### config.mk
export PLATFORM = sky130hd
export DESIGN_NAME = kermit_packet_deframer_flat
export DESIGN_NICKNAME = d
export VERILOG_FILES = /design/src/kpd_pkg.sv /design/src/kpd_stream_if.sv /design/src/kermit_packet_deframer.sv /design/src/kpd_step.sv /design/src/flat_wrapper.sv
export SDC_FILE = /design/constraint.sdc
export NUM_CORES = 1
export LEC_CHECK = 0
export ABC_AREA = 0
export BUFFER_PORTS_ARGS = -buffer_cell sky130_fd_sc_hd__buf_2
export CORE_MARGIN = 2
export CORE_UTILIZATION = 29
export CTS_CLUSTER_SIZE = 28
export DETAILED_ROUTE_END_ITERATION = 10
export GPL_TIMING_DRIVEN = 0
export PLACE_DENSITY = 0.45
export REMOVE_ABC_BUFFERS = 1
export SYNTH_ARGS = -nofsm -noshare
export SYNTH_HDL_FRONTEND = slang
export SYNTH_SLANG_ARGS = --single-unit
### constraint.sdc
create_clock -name clk -period 3.85 [get_ports clk]
set_input_delay 0.77 -clock clk [delete_from_list [all_inputs] [get_ports clk]]
set_output_delay 0.77 -clock clk [all_outputs]
set_load 0.01 [all_outputs]
### src/kpd_pkg.sv
// kpd_pkg: shared types and constants for the kermit packet deframer
// no dependencies; imported by the step logic, the top level and the checker
package kpd_pkg;

  localparam logic [7:0] SOH_MARK   = 8'h01;
  localparam logic [7:0] END_BYTE   = 8'h0D;
  localparam logic [7:0] LEN_MIN    = 8'd35;
  localparam logic [7:0] LEN_MAX    = 8'd126;
  localparam logic [7:0] LEN_BIAS   = 8'd35;
  localparam logic [7:0] CHAR_BIAS  = 8'd32;

  typedef enum logic [2:0] {
    PH_MARK  = 3'd0,
    PH_LEN   = 3'd1,
    PH_SEQ   = 3'd2,
    PH_TYPE  = 3'd3,
    PH_DATA  = 3'd4,
    PH_CHECK = 3'd5,
    PH_END   = 3'd6
  } phase_t;

  typedef enum logic [1:0] {
    EV_NONE   = 2'd0,
    EV_DATA   = 2'd1,
    EV_ACCEPT = 2'd2,
    EV_REJECT = 2'd3
  } event_t;

  typedef enum logic [2:0] {
    CAUSE_NONE     = 3'd0,
    CAUSE_LENGTH   = 3'd1,
    CAUSE_NONASCII = 3'd2,
    CAUSE_CHECKSUM = 3'd3,
    CAUSE_END      = 3'd4
  } cause_t;

  typedef struct packed {
    phase_t     phase;
    logic [7:0] running_sum;
    logic [6:0] data_count;
    logic [6:0] data_length;
    logic [6:0] held_type;
    logic [6:0] held_seq;
    logic       check_good;
  } state_t;

  typedef struct packed {
    event_t     event_res;
    logic [7:0] data_byte;
    logic [6:0] data_index;
    logic [6:0] packet_type;
    logic [6:0] packet_seq;
    logic [6:0] payload_length;
    cause_t     error_cause;
  } result_t;

endpackage

### src/kpd_stream_if.sv
// kpd_in_if and kpd_out_if: valid/ready channels of the deframer
// no dependencies
interface kpd_in_if;
  logic       valid;
  logic       ready;
  logic [7:0] rx_byte;

  modport source (output valid, output rx_byte, input ready);
  modport sink   (input valid, input rx_byte, output ready);
endinterface

interface kpd_out_if;
  logic       valid;
  logic       ready;
  logic [1:0] event_res;
  logic [7:0] data_byte;
  logic [6:0] data_index;
  logic [6:0] packet_type;
  logic [6:0] packet_seq;
  logic [6:0] payload_length;
  logic [2:0] error_cause;

  modport source (output valid, output event_res, output data_byte, output data_index,
                  output packet_type, output packet_seq, output payload_length,
                  output error_cause, input ready);
  modport sink   (input valid, input event_res, input data_byte, input data_index,
                  input packet_type, input packet_seq, input payload_length,
                  input error_cause, output ready);
endinterface

### src/kermit_packet_deframer.sv
// kermit packet deframer, top level: state register and two-entry result buffer
// depends on kpd_pkg, kpd_stream_if and kpd_step
//
// Takes one received byte per item on in_ch and returns exactly one result item
// on out_ch for each, in order. The packet state is a single register updated
// from the byte through kpd_step, so a byte can be accepted in every cycle
// unless both result entries are full, when the input stalls. Results go into an
// output register backed by one skid entry; an accepted byte's result lands in
// the output register, or in the skid entry while the output register stalls.
// After reset the block hunts for SOH; there is no clearing pass.
module kermit_packet_deframer
  import kpd_pkg::*;
(
  input logic      clk,
  input logic      rst,
  kpd_in_if.sink   in_ch,
  kpd_out_if.source out_ch
);

  state_t  st;
  state_t  st_next;
  result_t res_next;
  result_t main_res;
  result_t skid_res;
  logic    main_valid;
  logic    skid_valid;
  logic    accept;
  logic    take;

  kpd_step u_step (
    .cur     (st),
    .rx_byte (in_ch.rx_byte),
    .nxt     (st_next),
    .res     (res_next)
  );

  assign in_ch.ready = !skid_valid;
  assign accept      = in_ch.valid && !skid_valid;
  assign take        = main_valid && out_ch.ready;

  always_ff @(posedge clk) begin
    if (rst) begin
      st.phase       <= PH_MARK;
      st.running_sum <= 8'd0;
      st.data_count  <= 7'd0;
      st.data_length <= 7'd0;
      st.held_type   <= 7'd0;
      st.held_seq    <= 7'd0;
      st.check_good  <= 1'b0;
    end else if (accept) begin
      st <= st_next;
    end
  end

  // control of the output register and skid entry
  always_ff @(posedge clk) begin
    if (rst) begin
      main_valid <= 1'b0;
      skid_valid <= 1'b0;
    end else if (!main_valid || take) begin
      if (skid_valid) begin
        skid_valid <= 1'b0;
      end else begin
        main_valid <= accept;
      end
    end else if (accept) begin
      skid_valid <= 1'b1;
    end
  end

  always_ff @(posedge clk) begin
    if (!main_valid || take) begin
      main_res <= skid_valid ? skid_res : res_next;
    end
    if (main_valid && !take && accept) begin
      skid_res <= res_next;
    end
  end

  assign out_ch.valid          = main_valid;
  assign out_ch.event_res      = main_res.event_res;
  assign out_ch.data_byte      = main_res.data_byte;
  assign out_ch.data_index     = main_res.data_index;
  assign out_ch.packet_type    = main_res.packet_type;
  assign out_ch.packet_seq     = main_res.packet_seq;
  assign out_ch.payload_length = main_res.payload_length;
  assign out_ch.error_cause    = main_res.error_cause;

endmodule

### src/kpd_step.sv
// kpd_step: next state and result for one received byte
// depends on kpd_pkg
module kpd_step
  import kpd_pkg::*;
(
  input  state_t     cur,
  input  logic [7:0] rx_byte,
  output state_t     nxt,
  output result_t    res
);

  logic [6:0] count_inc;
  logic [5:0] fold;
  event_t     ev;
  cause_t     cause;
  logic [7:0] dbyte;
  logic [6:0] dindex;

  assign count_inc = cur.data_count + 7'd1;
  // type-1 checksum: fold the top two bits back into the low six
  assign fold = cur.running_sum[5:0] + {4'b0000, cur.running_sum[7:6]};

  always_comb begin
    nxt    = cur;
    ev     = EV_NONE;
    cause  = CAUSE_NONE;
    dbyte  = 8'd0;
    dindex = 7'd0;
    unique case (cur.phase)
      PH_LEN: begin
        nxt.phase = PH_MARK;
        if (rx_byte[7]) begin
          ev    = EV_REJECT;
          cause = CAUSE_NONASCII;
        end else if (rx_byte < LEN_MIN || rx_byte > LEN_MAX) begin
          ev    = EV_REJECT;
          cause = CAUSE_LENGTH;
        end else begin
          nxt.running_sum = cur.running_sum + rx_byte;
          nxt.data_length = 7'(rx_byte - LEN_BIAS);
          nxt.phase       = PH_SEQ;
        end
      end
      PH_SEQ: begin
        nxt.phase = PH_MARK;
        if (rx_byte[7]) begin
          ev    = EV_REJECT;
          cause = CAUSE_NONASCII;
        end else begin
          nxt.running_sum = cur.running_sum + rx_byte;
          // control characters decode as sequence zero
          nxt.held_seq    = (rx_byte < CHAR_BIAS) ? 7'd0 : 7'(rx_byte - CHAR_BIAS);
          nxt.phase       = PH_TYPE;
        end
      end
      PH_TYPE: begin
        nxt.phase = PH_MARK;
        if (rx_byte[7]) begin
          ev    = EV_REJECT;
          cause = CAUSE_NONASCII;
        end else begin
          nxt.running_sum = cur.running_sum + rx_byte;
          nxt.held_type   = rx_byte[6:0];
          nxt.data_count  = 7'd0;
          nxt.phase       = (cur.data_length == 7'd0) ? PH_CHECK : PH_DATA;
        end
      end
      PH_DATA: begin
        nxt.running_sum = cur.running_sum + rx_byte;
        ev              = EV_DATA;
        dbyte           = rx_byte;
        dindex          = cur.data_count;
        nxt.data_count  = count_inc;
        if (count_inc >= cur.data_length) begin
          nxt.phase = PH_CHECK;
        end
      end
      PH_CHECK: begin
        nxt.check_good = (rx_byte == ({2'b00, fold} + CHAR_BIAS));
        nxt.phase      = PH_END;
      end
      PH_END: begin
        nxt.phase = PH_MARK;
        if (rx_byte != END_BYTE) begin
          ev    = EV_REJECT;
          cause = CAUSE_END;
        end else if (!cur.check_good) begin
          ev    = EV_REJECT;
          cause = CAUSE_CHECKSUM;
        end else begin
          ev = EV_ACCEPT;
        end
      end
      default: begin
        // mark hunting, also taken by unused phase codes
        nxt.phase = PH_MARK;
        if (rx_byte == SOH_MARK) begin
          nxt.phase       = PH_LEN;
          nxt.running_sum = 8'd0;
        end
      end
    endcase
  end

  assign res.event_res      = ev;
  assign res.data_byte      = dbyte;
  assign res.data_index     = dindex;
  assign res.packet_type    = nxt.held_type;
  assign res.packet_seq     = nxt.held_seq;
  assign res.payload_length = nxt.data_length;
  assign res.error_cause    = cause;

endmodule

### src/flat_wrapper.sv
// flat-port wrapper written by rule: the top's interface ports become plain ports
module kermit_packet_deframer_flat import kpd_pkg::*;
  (clk, rst, in_ch_valid, in_ch_rx_byte, in_ch_ready, out_ch_valid, out_ch_event_res, out_ch_data_byte, out_ch_data_index, out_ch_packet_type, out_ch_packet_seq, out_ch_payload_length, out_ch_error_cause, out_ch_ready);
  kpd_in_if in_ch_i ();
  kpd_out_if out_ch_i ();
  input logic clk;
  input logic rst;
  input wire logic [$bits(in_ch_i.valid)-1:0] in_ch_valid;
  input wire logic [$bits(in_ch_i.rx_byte)-1:0] in_ch_rx_byte;
  output wire logic [$bits(in_ch_i.ready)-1:0] in_ch_ready;
  output wire logic [$bits(out_ch_i.valid)-1:0] out_ch_valid;
  output wire logic [$bits(out_ch_i.event_res)-1:0] out_ch_event_res;
  output wire logic [$bits(out_ch_i.data_byte)-1:0] out_ch_data_byte;
  output wire logic [$bits(out_ch_i.data_index)-1:0] out_ch_data_index;
  output wire logic [$bits(out_ch_i.packet_type)-1:0] out_ch_packet_type;
  output wire logic [$bits(out_ch_i.packet_seq)-1:0] out_ch_packet_seq;
  output wire logic [$bits(out_ch_i.payload_length)-1:0] out_ch_payload_length;
  output wire logic [$bits(out_ch_i.error_cause)-1:0] out_ch_error_cause;
  input wire logic [$bits(out_ch_i.ready)-1:0] out_ch_ready;
  assign in_ch_i.valid = in_ch_valid;
  assign in_ch_i.rx_byte = in_ch_rx_byte;
  assign in_ch_ready = in_ch_i.ready;
  assign out_ch_valid = out_ch_i.valid;
  assign out_ch_event_res = out_ch_i.event_res;
  assign out_ch_data_byte = out_ch_i.data_byte;
  assign out_ch_data_index = out_ch_i.data_index;
  assign out_ch_packet_type = out_ch_i.packet_type;
  assign out_ch_packet_seq = out_ch_i.packet_seq;
  assign out_ch_payload_length = out_ch_i.payload_length;
  assign out_ch_error_cause = out_ch_i.error_cause;
  assign out_ch_i.ready = out_ch_ready;
  kermit_packet_deframer u_core (.clk(clk), .rst(rst), .in_ch(in_ch_i), .out_ch(out_ch_i));
endmodule
==> metrics.md <==
| Metric | Value |
|---|---|
| Synth Instances | 532 |
| Synth Flop Type | edfxtp_1 |
| Vias in the first global route | 4248 |
| Final period utilization | 0.694 |
| Slew Limit Fails | 0 |
| Vias post-DR | 4152 |
| Post-layout nets | 614 |
| Mean routed wirelength per cell | 16.5 um |
| Post-synth ARST share | 0 |
| Mean Syn Cell Area | 11.3 sq um |
| Worst hold path type | reg2reg |
| Kind of critical path | in2reg |
| Worst Setup Start Kind | input pin |
| Synth cell types | 57 |
| Setup Buffers After CTS | 0 |
| Status | finished, final reports clean |
| Slowest CP cell | mux2_2 |
| Minimum clock period | 2.67 ns |
| Lkg Pwr | 2.89 nW |
| Worst path cell trace | buf_2 -> inv_1 -> ha_1 -> nand4bb_1 -> o211ai_1 -> or3_4 -> mux2_2 -> mux2_2 |
| Final instance area | 7180 sq um |
| CTS Buf Count | 17 |
| Initial detailed-routing violation count | 333 |
| Vias per cell | 4.81 |
| Final Power | 3.33 mW |
| # hold bufs at CTS | 0 |
| Die Width | 148 um |
| GRT Overall Usage | 0.136 |
| Largest net degree at the start of global routing | 38 |
| Total grt overflow | 0 |
| Starting Density | 0.296 |
| Boundary pin count | 55 |
| Row count | 52 |
| CP required | 4.01 ns |
| Core ar. | 20300 sq um |
| Initial DRT Pass Iterations | 7 |
| Most frequent cells in the layout | edfxtp_1 (82), nor2_1 (57), buf_2 (54) |
| Seq pwr share | 0.446 |
| Sequential area share after synthesis | 0.550 |
| DP Wirelength | 9340 um |
| Number of synthesized flops with an enable pin | 82 |
| Final setup violation count | 0 |
| Gate power share | 0.066 |
| PD cells | 464 nW/um^2 |
| Internal power | 2.57 mW |
| CTS Sinks | 124 |
| VDD IR max | 0.000202 V |
| Sw Share | 0.229 |
| Max-cap violations | 0 |
| Cell family with most CP delay | multiplexers |
| Most common cell after layout, fill and taps aside | edfxtp_1 |
| Die Ht | 148 um |
| Remaining antenna violation count | 0 |
| Reg clk slew, reported paths | 0.05 ns |
| CP bufs+invs | 2 |
| Final Wtd Congestion | 0.772 |
| Post-DP Area | 6580 sq um |
| Crit path largest cell delay | 0.38 ns |
| Max Fclk | 374 MHz |
| Syn-to-layout area delta | 19.5% |
| Worst skew pair latency | 0.42 ns |
| Final Hold Viols | 0 |
| Setup Skew | 0.00742 ns |
| Hold WS | 0.462 ns |
| # DRC | 0 |
| Initial antenna violation count | 0 |
| Critical path arrival | 2.84 ns |
| Crit Path Max Fanout | 12 |
| Final WL | 14200 um |
| Htree depth | 4 |
| Global-route wire length before repair | 23000 um |
| Port Buffer Count | 54 |
| RSZ-0062 raised after global routing | false |
| Sw power | 0.764 mW |
| CTS tree | yes |
| Yosys warns | 0 |
| Post-Syn Area | 6010 sq um |
| Clock share of power | 0.488 |
| Die area | 21900 sq um |
| Clock tree buffer depth | 2 |
| CP most frequent cell | mux2_2 |
| Share of layout cells above drive strength 1 | 0.261 |
| Worst setup EP type | flip-flop |
| Clock root cell | clkbuf_16 |
| Diodes inserted | 0 |
| Yosys reg bits | 124 |
| Worst slew margin | 0.465 |
| PostCTS Resize Cnt | 0 |
| Slew @ Worst Pin | 0.802 ns |
## registers in the layout (all words and copies together), names as in the netlist
signal and cells:
u_core.skid_res 41, u_core.st 40, u_core.out_ch.data_byte 8, u_core.out_ch.data_index 7
u_core.out_ch.packet_seq 7, u_core.out_ch.packet_type 7, u_core.out_ch.payload_length 7, u_core.out_ch.error_cause 3
u_core.out_ch.event_res 2, u_core.out_ch.valid 1, u_core.skid_valid 1
## stage by stage
| stage | TNS [ns] | setup WS (ns) | utilization | std cells |
|---|---|---|---|---|
| final | 0 | 1.18 | 0.354 | 863 |
| after global routing | 0 | 0.907 | 0.354 | 863 |
| after CTS | 0 | 1.17 | 0.354 | 863 |
| after detailed placement | 0 | 0.705 | 0.324 | 831 |
| after global placement | -93.23 | -2.28 | 0.319 | 826 |
| after floorplan | -8.25 | -0.201 | - | 502 |
## worst paths after layout
path                            slack (ns)  cells past startpoint              from                              end
worst max-delay path                  1.18                      8  in_ch_rx_byte[0]  u_core.out_ch.payload_length[4]
worst min-delay path                  0.46                      2     u_core.st[18]                    u_core.st[18]
worst max register to register        1.22                      7     u_core.st[22]                    u_core.st[38]
worst min register to register        0.46                      2     u_core.st[18]                    u_core.st[18]
## cell families (layout without fill, tap and decap cells)
| family | count (synthesis) | after routing | share of synthesized area |
|---|---|---|---|
| and+or+nand+nor | 182 | 182 | 0.146 |
| DFF | 124 | 124 | 0.550 |
| AOI/OAI and AO/OA | 83 | 83 | 0.0929 |
| muxes | 50 | 50 | 0.0950 |
| buffers and inverters | 48 | 109 | 0.0348 |
| xor gates and xnor gates | 23 | 23 | 0.0335 |
| adders and majority gates | 22 | 22 | 0.0483 |
## worst min-delay path, cell delays in order (launching register included)
cell     delay, ns
dfxtp_1       0.30
nand2_1       0.05
a21oi_1       0.06
## power groups by stage
stage          combinational, mW  clock (mW)  sequential [mW]
4_1_cts                    0.224        1.67             1.49
3_5_place_dp               0.223           0             1.51
3_3_place_gp               0.213           0             1.51
5_1_grt                    0.243        1.72             1.49
6_report                   0.220        1.63             1.49
2_1_floorplan              0.101           0             1.53
## cells in the mapped netlist (8+ instances only)
library cell   n  share of area
edfxtp_1      82           0.41
nor2_1        58          0.036
nand2_1       46          0.029
mux2_2        45          0.084
dfxtp_1       42           0.14
nor3_1        23          0.019
a21oi_1       21          0.017
ha_1          20          0.042
clkbuf_1      19          0.012
inv_1         18          0.011
o21ai_0       15          0.012
xnor2_1       15          0.022
and2_1        13          0.014
nand3_1       12          0.010
o31ai_1        8          0.010
xor2_1         8          0.012
## area by class of cell
class / instances / area (sq um)
clock buffers: 18 / 429
clock inverters: 14 / 170
fillers: 2038 / 13100
inverters: 18 / 67.6
multi-input cells: 360 / 2510
flip-flops and latches: 124 / 3300
well taps: 270 / 338
repair buffers: 59 / 357
## layer usage
| layer | track usage | wire (um) | vias to the layer above |
|---|---|---|---|
| li1 | - | - | 2027 |
| met1 | 0.180 | 6630 | 2008 |
| met2 | 0.216 | 6740 | 100 |
| met3 | 0.0284 | 584 | 17 |
| met4 | 0.0619 | 269 | 0 |
| met5 | 0 | 0 | - |
No activity file was read; power rests on OpenSTA's default activity.
